[config.mk]
export PLATFORM = sky130hd
export DESIGN_NAME = utf8_to_utf16be_converter_core_flat
export DESIGN_NICKNAME = d
export VERILOG_FILES = /design/src/u8u16_pkg.sv /design/src/u8u16_byte_if.sv /design/src/u8u16_unit_if.sv /design/src/u8u16_front.sv /design/src/u8u16_queue.sv /design/src/u8u16_back.sv /design/src/utf8_to_utf16be_converter_core.sv /design/src/flat_wrapper.sv
export SDC_FILE = /design/constraint.sdc
export NUM_CORES = 1
export LEC_CHECK = 0
export ABC_AREA = 1
export BUFFER_PORTS_ARGS = -buffer_cell sky130_fd_sc_hd__buf_2
export CORE_MARGIN = 8
export CORE_UTILIZATION = 40
export CTS_CLUSTER_SIZE = 28
export DETAILED_ROUTE_END_ITERATION = 8
export PLACE_DENSITY_LB_ADDON = 0.08
export SYNTH_ARGS = -nofsm -noshare
export SYNTH_HDL_FRONTEND = slang
export SYNTH_HIERARCHICAL = 1
export SYNTH_SLANG_ARGS = --single-unit
[constraint.sdc]
create_clock -name clk -period 5.6 [get_ports clk]
set_clock_uncertainty 0.2 [all_clocks]
set_input_delay 1.12 -clock clk [delete_from_list [all_inputs] [get_ports clk]]
set_output_delay 1.12 -clock clk [all_outputs]
set_load 0.05 [all_outputs]
[src/u8u16_pkg.sv]
// Shared types and constants of the UTF-8 to UTF-16BE converter.
package u8u16_pkg;

    localparam logic [15:0] BYTE_ORDER_MARK = 16'hFEFF;
    localparam logic [5:0]  HIGH_SURR_TAG   = 6'b110110;
    localparam logic [5:0]  LOW_SURR_TAG    = 6'b110111;
    localparam logic [20:0] SUPP_BASE       = 21'h010000;
    localparam logic [5:0]  CONT_MASK       = 6'h3F;

    localparam int QUEUE_DEPTH_DEF = 2;

    // Results of one input byte: up to three code units, high first.
    // When err is set, the last of them is the error result and holds zero.
    typedef struct packed {
        logic [1:0]       cnt;
        logic             err;
        logic [2:0][15:0] unit;
    } u8u16_job_t;

endpackage

[src/u8u16_byte_if.sv]
// Byte channel carrying the UTF-8 input stream.
interface u8u16_byte_if;
    logic       valid;
    logic       ready;
    logic [7:0] data_byte;
    logic       end_of_stream;

    modport source (output valid, output data_byte, output end_of_stream, input ready);
    modport sink   (input valid, input data_byte, input end_of_stream, output ready);
endinterface

[src/u8u16_unit_if.sv]
// Code unit channel carrying the UTF-16BE output stream.
interface u8u16_unit_if;
    logic        valid;
    logic        ready;
    logic [15:0] code_unit;
    logic        coding_error;
    logic        last_of_run;

    modport source (output valid, output code_unit, output coding_error,
                    output last_of_run, input ready);
    modport sink   (input valid, input code_unit, input coding_error,
                    input last_of_run, output ready);
endinterface

[src/u8u16_front.sv]
// Front end: decodes UTF-8 bytes and queues the code units each byte yields.
module u8u16_front (
    input  logic                  clk,
    input  logic                  rst_n,
    u8u16_byte_if.sink            octets,
    input  logic                  full,
    output logic                  push,
    output u8u16_pkg::u8u16_job_t push_job
);
    import u8u16_pkg::*;

    logic [1:0]  pending_reg, pending_next;
    logic [20:0] partial_reg, partial_next;
    logic        mark_sent_reg, mark_sent_next;
    logic        halted_reg, halted_next;

    logic        accept;
    logic [7:0]  b;
    logic        eos;
    logic [1:0]  pend_dec;
    logic [1:0]  dec_pending;
    logic [20:0] dec_point;
    logic [20:0] shifted;
    logic [20:0] offset;
    logic        done;
    logic        fault;
    logic [1:0]  k;
    u8u16_job_t  job;

    assign b            = octets.data_byte;
    assign eos          = octets.end_of_stream;
    assign octets.ready = !full;
    assign accept       = octets.valid && octets.ready;

    always_comb
    begin
        dec_pending = pending_reg;
        dec_point   = partial_reg;
        done        = 1'b0;
        fault       = 1'b0;
        shifted     = '0;
        pend_dec    = pending_reg - 2'd1;
        if (pending_reg == 2'd0)
        begin
            priority if (!b[7])
            begin
                dec_point = {13'd0, b};
                done      = 1'b1;
            end
            else if (!b[5])
            begin
                dec_point   = {10'd0, b[4:0], 6'd0};
                dec_pending = 2'd1;
            end
            else if (!b[4])
            begin
                dec_point   = {5'd0, b[3:0], 12'd0};
                dec_pending = 2'd2;
            end
            else if (!b[3])
            begin
                dec_point   = {b[2:0], 18'd0};
                dec_pending = 2'd3;
            end
            else
            begin
                fault = 1'b1;
            end
        end
        else
        begin
            dec_pending = pend_dec;
            unique case (pend_dec)
                2'd0:    shifted = {15'd0, b[5:0] & CONT_MASK};
                2'd1:    shifted = {9'd0, b[5:0] & CONT_MASK, 6'd0};
                2'd2:    shifted = {3'd0, b[5:0] & CONT_MASK, 12'd0};
                default: shifted = {b[2:0], 18'd0};
            endcase
            dec_point = partial_reg | shifted;
            done      = (pend_dec == 2'd0);
        end

        // A stream that ends inside a sequence is truncated.
        if (eos && dec_pending != 2'd0 && !fault)
        begin
            fault = 1'b1;
        end

        offset = dec_point - SUPP_BASE;

        // Lay out the results in stream order: mark, units, error.
        k        = 2'd0;
        job.unit = '0;
        if (!mark_sent_reg)
        begin
            job.unit[k] = BYTE_ORDER_MARK;
            k           = k + 2'd1;
        end
        if (done)
        begin
            if (dec_point[20:16] != 5'd0)
            begin
                job.unit[k]        = {HIGH_SURR_TAG, offset[19:10]};
                job.unit[k + 2'd1] = {LOW_SURR_TAG, offset[9:0]};
                k                  = k + 2'd2;
            end
            else
            begin
                job.unit[k] = dec_point[15:0];
                k           = k + 2'd1;
            end
        end
        if (fault)
        begin
            job.unit[k] = 16'd0;
            k           = k + 2'd1;
        end
        job.cnt = k;
        job.err = fault;

        pending_next   = pending_reg;
        partial_next   = partial_reg;
        mark_sent_next = mark_sent_reg;
        halted_next    = halted_reg;
        if (accept && !halted_reg)
        begin
            mark_sent_next = 1'b1;
            pending_next   = fault ? 2'd0 : dec_pending;
            partial_next   = (fault || done) ? 21'd0 : dec_point;
            halted_next    = fault;
        end
    end

    assign push     = accept && !halted_reg && (job.cnt != 2'd0);
    assign push_job = job;

    always_ff @(posedge clk or negedge rst_n)
    begin
        if (!rst_n)
        begin
            pending_reg   <= 2'd0;
            partial_reg   <= 21'd0;
            mark_sent_reg <= 1'b0;
            halted_reg    <= 1'b0;
        end
        else
        begin
            pending_reg   <= pending_next;
            partial_reg   <= partial_next;
            mark_sent_reg <= mark_sent_next;
            halted_reg    <= halted_next;
        end
    end

    a_halt_sticks: assert property (@(posedge clk) disable iff (!rst_n)
        halted_reg |=> halted_reg)
        else $error("converter left the halted state without reset");

    a_halt_clean: assert property (@(posedge clk) disable iff (!rst_n)
        halted_reg |-> (pending_reg == 2'd0 && partial_reg == 21'd0))
        else $error("halted converter keeps a partial sequence");

    a_no_push_full: assert property (@(posedge clk) disable iff (!rst_n)
        push |-> !full)
        else $error("push into a full queue");

endmodule

[src/u8u16_queue.sv]
// Small register queue of decoded jobs between the front and back ends.
module u8u16_queue #(
    parameter int DEPTH = u8u16_pkg::QUEUE_DEPTH_DEF
) (
    input  logic                  clk,
    input  logic                  rst_n,
    input  logic                  push,
    input  u8u16_pkg::u8u16_job_t push_job,
    output logic                  full,
    input  logic                  pop,
    output u8u16_pkg::u8u16_job_t head_job,
    output logic                  empty
);
    import u8u16_pkg::*;

    // DEPTH must be 2 or more.
    localparam int PTR_W = $clog2(DEPTH);
    localparam int CNT_W = $clog2(DEPTH + 1);

    u8u16_job_t       entries_reg [DEPTH];
    logic [PTR_W-1:0] wr_ptr_reg, wr_ptr_next;
    logic [PTR_W-1:0] rd_ptr_reg, rd_ptr_next;
    logic [CNT_W-1:0] count_reg, count_next;

    assign full     = (count_reg == CNT_W'(DEPTH));
    assign empty    = (count_reg == '0);
    assign head_job = entries_reg[rd_ptr_reg];

    always_comb
    begin
        wr_ptr_next = wr_ptr_reg;
        rd_ptr_next = rd_ptr_reg;
        count_next  = count_reg;
        if (push)
        begin
            wr_ptr_next = (wr_ptr_reg == PTR_W'(DEPTH - 1)) ? '0 : wr_ptr_reg + 1'b1;
        end
        if (pop)
        begin
            rd_ptr_next = (rd_ptr_reg == PTR_W'(DEPTH - 1)) ? '0 : rd_ptr_reg + 1'b1;
        end
        if (push && !pop)
        begin
            count_next = count_reg + 1'b1;
        end
        else if (pop && !push)
        begin
            count_next = count_reg - 1'b1;
        end
    end

    always_ff @(posedge clk or negedge rst_n)
    begin
        if (!rst_n)
        begin
            wr_ptr_reg <= '0;
            rd_ptr_reg <= '0;
            count_reg  <= '0;
        end
        else
        begin
            wr_ptr_reg <= wr_ptr_next;
            rd_ptr_reg <= rd_ptr_next;
            count_reg  <= count_next;
        end
    end

    always_ff @(posedge clk)
    begin
        if (push)
        begin
            entries_reg[wr_ptr_reg] <= push_job;
        end
    end

endmodule

[src/u8u16_back.sv]
// Back end: plays out the code units of each queued job, one beat per cycle while the units channel is ready.
module u8u16_back (
    input  logic                  clk,
    input  logic                  rst_n,
    input  logic                  empty,
    input  u8u16_pkg::u8u16_job_t head_job,
    output logic                  pop,
    u8u16_unit_if.source          units
);
    import u8u16_pkg::*;

    u8u16_job_t job_reg, job_next;
    logic [1:0] idx_reg, idx_next;
    logic       busy_reg, busy_next;
    logic       last;
    logic       taken;

    assign last  = (idx_reg == job_reg.cnt - 2'd1);
    assign taken = units.valid && units.ready;
    assign pop   = !empty && (!busy_reg || (taken && last));

    always_comb
    begin
        job_next  = job_reg;
        idx_next  = idx_reg;
        busy_next = busy_reg;
        if (pop)
        begin
            job_next  = head_job;
            idx_next  = 2'd0;
            busy_next = 1'b1;
        end
        else if (taken)
        begin
            if (last)
            begin
                busy_next = 1'b0;
            end
            else
            begin
                idx_next = idx_reg + 2'd1;
            end
        end
    end

    always_comb
    begin
        units.valid        = busy_reg;
        units.coding_error = job_reg.err && last;
        units.last_of_run  = last;
        unique case (idx_reg)
            2'd0:    units.code_unit = job_reg.unit[0];
            2'd1:    units.code_unit = job_reg.unit[1];
            2'd2:    units.code_unit = job_reg.unit[2];
            default: units.code_unit = 16'd0;
        endcase
    end

    always_ff @(posedge clk or negedge rst_n)
    begin
        if (!rst_n)
        begin
            idx_reg  <= 2'd0;
            busy_reg <= 1'b0;
        end
        else
        begin
            idx_reg  <= idx_next;
            busy_reg <= busy_next;
        end
    end

    always_ff @(posedge clk)
    begin
        job_reg <= job_next;
    end

    a_idx_in_job: assert property (@(posedge clk) disable iff (!rst_n)
        busy_reg |-> (job_reg.cnt != 2'd0 && idx_reg < job_reg.cnt))
        else $error("result index beyond the job");

    a_pop_nonempty: assert property (@(posedge clk) disable iff (!rst_n)
        pop |-> !empty)
        else $error("pop from an empty queue");

    a_stall_holds_idx: assert property (@(posedge clk) disable iff (!rst_n)
        (busy_reg && !units.ready) |=> (busy_reg && $stable(idx_reg)))
        else $error("stalled result advanced");

endmodule

[src/utf8_to_utf16be_converter_core.sv]
// Top level of the UTF-8 to UTF-16BE converter.
//
// The converter takes one UTF-8 byte per beat on the octets channel and gives
// UTF-16 code units, big-endian unit order, one per beat on the units channel.
// The very first result after reset is the byte-order mark 0xFEFF. A completed
// sequence gives one code unit, or a surrogate pair (high unit first) for code
// points of 0x10000 and above; last_of_run marks the final result caused by a
// given input byte, and a byte that only extends a sequence gives no result.
// Lead bytes are classified by bits 7, 5, 4 and 3; continuation bytes are not
// checked and only their low six bits are used. A lead byte of 0xF8 or above,
// or end_of_stream on a byte that leaves a sequence open, gives one result with
// coding_error set and code_unit zero, after which every byte is accepted and
// dropped until reset. Rate: the front end accepts a byte in every cycle in
// which its job queue (QUEUE_DEPTH entries, two by default) has room, and the
// back end sends one code unit per cycle from its output register while the
// units channel is ready, so the sustained rate is one byte per cycle for
// single-unit characters; otherwise it is set by the output port, one unit per beat.
// Each result is held in a queue entry and then in the back end's job register.
// Output stalls hold the current beat and back up into the queue, then the input.
module utf8_to_utf16be_converter_core #(
    parameter int QUEUE_DEPTH = u8u16_pkg::QUEUE_DEPTH_DEF
) (
    input  logic          clk,
    input  logic          rst_n,
    u8u16_byte_if.sink    octets,
    u8u16_unit_if.source  units
);
    import u8u16_pkg::*;

    // Decoded jobs pass through the queue so that decoding never waits on
    // the output side beyond the queue's depth.
    logic       push;
    logic       full;
    logic       pop;
    logic       empty;
    u8u16_job_t push_job;
    u8u16_job_t head_job;

    u8u16_front u_front (
        .clk      (clk),
        .rst_n    (rst_n),
        .octets   (octets),
        .full     (full),
        .push     (push),
        .push_job (push_job)
    );

    u8u16_queue #(
        .DEPTH (QUEUE_DEPTH)
    ) u_queue (
        .clk      (clk),
        .rst_n    (rst_n),
        .push     (push),
        .push_job (push_job),
        .full     (full),
        .pop      (pop),
        .head_job (head_job),
        .empty    (empty)
    );

    // The back end steps through the units of one job, one beat per cycle while the
    // units channel is ready, and loads the next queued job in the same cycle the last beat is taken.
    u8u16_back u_back (
        .clk      (clk),
        .rst_n    (rst_n),
        .empty    (empty),
        .head_job (head_job),
        .pop      (pop),
        .units    (units)
    );

endmodule
[src/flat_wrapper.sv]
// flat-port wrapper written by rule: the top's interface ports become plain ports
module utf8_to_utf16be_converter_core_flat import u8u16_pkg::*;
#(
    parameter int QUEUE_DEPTH = u8u16_pkg::QUEUE_DEPTH_DEF
)
  (clk, rst_n, octets_valid, octets_data_byte, octets_end_of_stream, octets_ready, units_valid, units_code_unit, units_coding_error, units_last_of_run, units_ready);
  u8u16_byte_if octets_i ();
  u8u16_unit_if units_i ();
  input  logic clk;
  input  logic rst_n;
  input wire logic [$bits(octets_i.valid)-1:0] octets_valid;
  input wire logic [$bits(octets_i.data_byte)-1:0] octets_data_byte;
  input wire logic [$bits(octets_i.end_of_stream)-1:0] octets_end_of_stream;
  output wire logic [$bits(octets_i.ready)-1:0] octets_ready;
  output wire logic [$bits(units_i.valid)-1:0] units_valid;
  output wire logic [$bits(units_i.code_unit)-1:0] units_code_unit;
  output wire logic [$bits(units_i.coding_error)-1:0] units_coding_error;
  output wire logic [$bits(units_i.last_of_run)-1:0] units_last_of_run;
  input wire logic [$bits(units_i.ready)-1:0] units_ready;
  assign octets_i.valid = octets_valid;
  assign octets_i.data_byte = octets_data_byte;
  assign octets_i.end_of_stream = octets_end_of_stream;
  assign octets_ready = octets_i.ready;
  assign units_valid = units_i.valid;
  assign units_code_unit = units_i.code_unit;
  assign units_coding_error = units_i.coding_error;
  assign units_last_of_run = units_i.last_of_run;
  assign units_i.ready = units_ready;
  utf8_to_utf16be_converter_core #(.QUEUE_DEPTH(QUEUE_DEPTH)) u_core (.clk(clk), .rst_n(rst_n), .octets(octets_i), .units(units_i));
endmodule
==> impl_metrics.toml <==
[run_status]
outcome = "complete, no violations"

[drt]
ant_nets = 0
viasPerCell = 4.98
drt_iter0_drc = 323
via_count = 5438
drc = 0
drt_pass1_iterations = 5
wire_per_inst_um = 17.1
finalWirelength_mm = 18.6

[timing]
worst_pin_slew_ns = 0.848
final.min_clock_period_ns = 4.42
grt_setup_unrepaired = "false"
fmax_ghz = 0.226
setup_violations = 0
whs_ns = 0.267
finalHoldViolCount = 0
slew_violations = 0
slew_headroom_pct = 43.4
fin_tns_setup_ns = 0
min_period_over_period_pct = 79.0
finalWorstSetupSlack_ns = 1.18

[synth]
ys.warnings.count = 6
synth_seq_area_share_pct = 61.2
syn_area_per_cell_sq_um = 11.3
synth_cell_types = 40
syn_nets = 800
yosys_register_bits = 185
synthesis.area_sq_um = 8810
netlist_instances = 778

[clocking]
cts_sinks = 185
cts_resized = 0
ctsHoldBuffers = 0
cts-buffers-inserted = 17
post_cts_buffers = 0
clk_pin_slew_worst_paths_ns = 0.07
cts_tree = "yes"
clkLatencyLatePin_ns = 0.43
root_buffer = "clkbuf_16"
h-tree-depth = 4
clk_path_buf_depth = 2

[worst_setup_path]
cp-end-kind = "flop"
crit_fanout = 42
crit_start = "octets_data_byte[3]"
worst-r2r-cell-count = 20
r2r_setup_slack_ns = 1.47
rr_startpoint = "u_core/u_front/pending_reg[0]"
critPathArrivalTime_ns = 4.33
crit_end = "u_core/u_queue/entries_reg[0][19]"
worstSetupStartpointType = "primary input"
worstPathRequired_ns = 5.51
reg2reg_to = "u_core/u_queue/entries_reg[0][19]"
worstSetupPathType = "in2reg"

[job]
max-cap-violations = 0

[final_layout]
stdcell_count = 1091
post-route-util_pct = 44.7
fillers = 2061
final_common_cell = "nand2_1"
fin_area_sq_um = 9730
seqCellArea_sq_um = 5400
largest_reg_flops = 102
layout.nets = 820
syn_to_final_growth_pct = 10.4
drive_gt1_share_pct = 19.4
mostFrequentLayoutCells = "nand2_1 (190), edfxtp_1 (153), inv_1 (89), nand3_1 (64), mux2_4 (49)"
multi_input_area_sq_um = 2790
antenna_cells = 0

[placed_design]
dpl.cell_count = 1059
place_congestion = 0.895
pre_cts_slack_ns = 0.704
portBuffers = 32
dp_hpwl_mm = 13.0
place_area_sq_um = 9120

[pwr]
p_per_area_nw_per_um2 = 414
p_total_mw = 4.02
max-vdd-ir-drop_uv = 207
p_leak_nw = 3.85

[floorplanning]
die_h_um = 164
dieArea_sq_um = 27000
num_rows = 54
fp.coreArea_sq_um = 21800
die_x_um = 164
io-pin-count = 33
start_util_pct = 40.5

[grt]
grt_usage_pct = 14.4
grt_use_met2_pct = 23.2
grt_max_degree = 52
use_met1_pct = 19.5
grt_antenna_before_repair = 0
grt_overflow_total = 0
grt_pass1_wl_mm = 29.8
grt_pass1_vias = 5434
grt.busiest_layer = "met2"
met3_usage_pct = 2.32

[min_path]
hold_class = "reg2reg"
==> worst max-delay path, stage by stage <==
cell,delay [ns]
buf_2,0.14
nand2_1,0.17
o21ai_4,0.29
nand2_1,0.15
ha_1,0.22
inv_1,0.10
nor2_4,0.07
nand2_4,0.20
ha_1,0.28
nand2_1,0.07
nand2_1,0.09
inv_1,0.10
ha_1,0.23
inv_1,0.05
nand2_1,0.06
nand3_1,0.10
nand2_1,0.06
inv_1,0.12
inv_1,0.09
nor2_4,0.27
buf_12,0.29
==> routing by layer <==
| metal | vias up | share of wire, % |
|---|---|---|
| met5 | - | 0 |
| met4 | 0 | 0.99 |
| met3 | 14 | 3.7 |
| met2 | 100 | 47 |
| met1 | 2659 | 48 |
| li1 | 2665 | - |
==> worst min path at each step <==
stage	to	startpoint	slack (ns)	cells past startpoint
after global placement	u_core/u_front/halted_reg	u_core/u_front/halted_reg	0.25	2
after global routing	u_core/u_front/halted_reg	u_core/u_front/halted_reg	0.30	2
final	u_core/u_front/halted_reg	u_core/u_front/halted_reg	0.27	2
after detailed placement	u_core/u_front/halted_reg	u_core/u_front/halted_reg	0.25	2
after CTS	u_core/u_front/halted_reg	u_core/u_front/halted_reg	0.27	2
after floorplan	u_core/u_front/halted_reg	u_core/u_front/halted_reg	0.23	2
==> report_power, final <==
part	leakage, nW	internal (mW)	switching [mW]
Combinational	2.17	0.305	0.854
Sequential	1.38	1.58	0.0818
Clock	0.293	0.641	0.561
==> Yosys cell counts (all sizes together) <==
cell type	n	share of area [%]
a211oi	1	0.085
a21oi	18	1.2
buf	28	2.9
clkbuf	9	0.38
conb	1	0.043
dfrtp	32	9.1
edfxtp	153	52
ha	9	1.3
inv	94	4.0
mux2	51	8.6
nand2	203	9.2
nand3	67	4.0
nand4	5	0.35
nor2	38	2.1
nor3	3	0.23
o2111ai	1	0.099
o211ai	6	0.51
o21a	1	0.085
o21ai	47	2.9
o22ai	7	0.50
o31ai	1	0.085
xnor2	1	0.099
xor2	2	0.20
==> area by class of cell <==
class                           count  share of cell area [%]
Inverter                           94                    3.63
Clock inverter                     15                    1.86
Tap cell                          280                    3.60
Timing Repair Buffer               38                    2.37
Clock buffer                       17                    4.37
Multi-Input combinational cell    462                    28.7
Sequential cell                   185                    55.5
==> kinds of logic after synthesis <==
family | after synthesis | share of synthesized area (%)
adders and majority gates | 9 | 1.28
muxes | 51 | 8.60
and+or+nand+nor | 316 | 15.9
xor gates and xnor gates | 3 | 0.298
DFF | 185 | 61.2
AOI/OAI and AO/OA | 82 | 5.40
buffers and inverters | 131 | 7.27
other | 1 | 0.0426
Power figures use the tool's default switching activity.
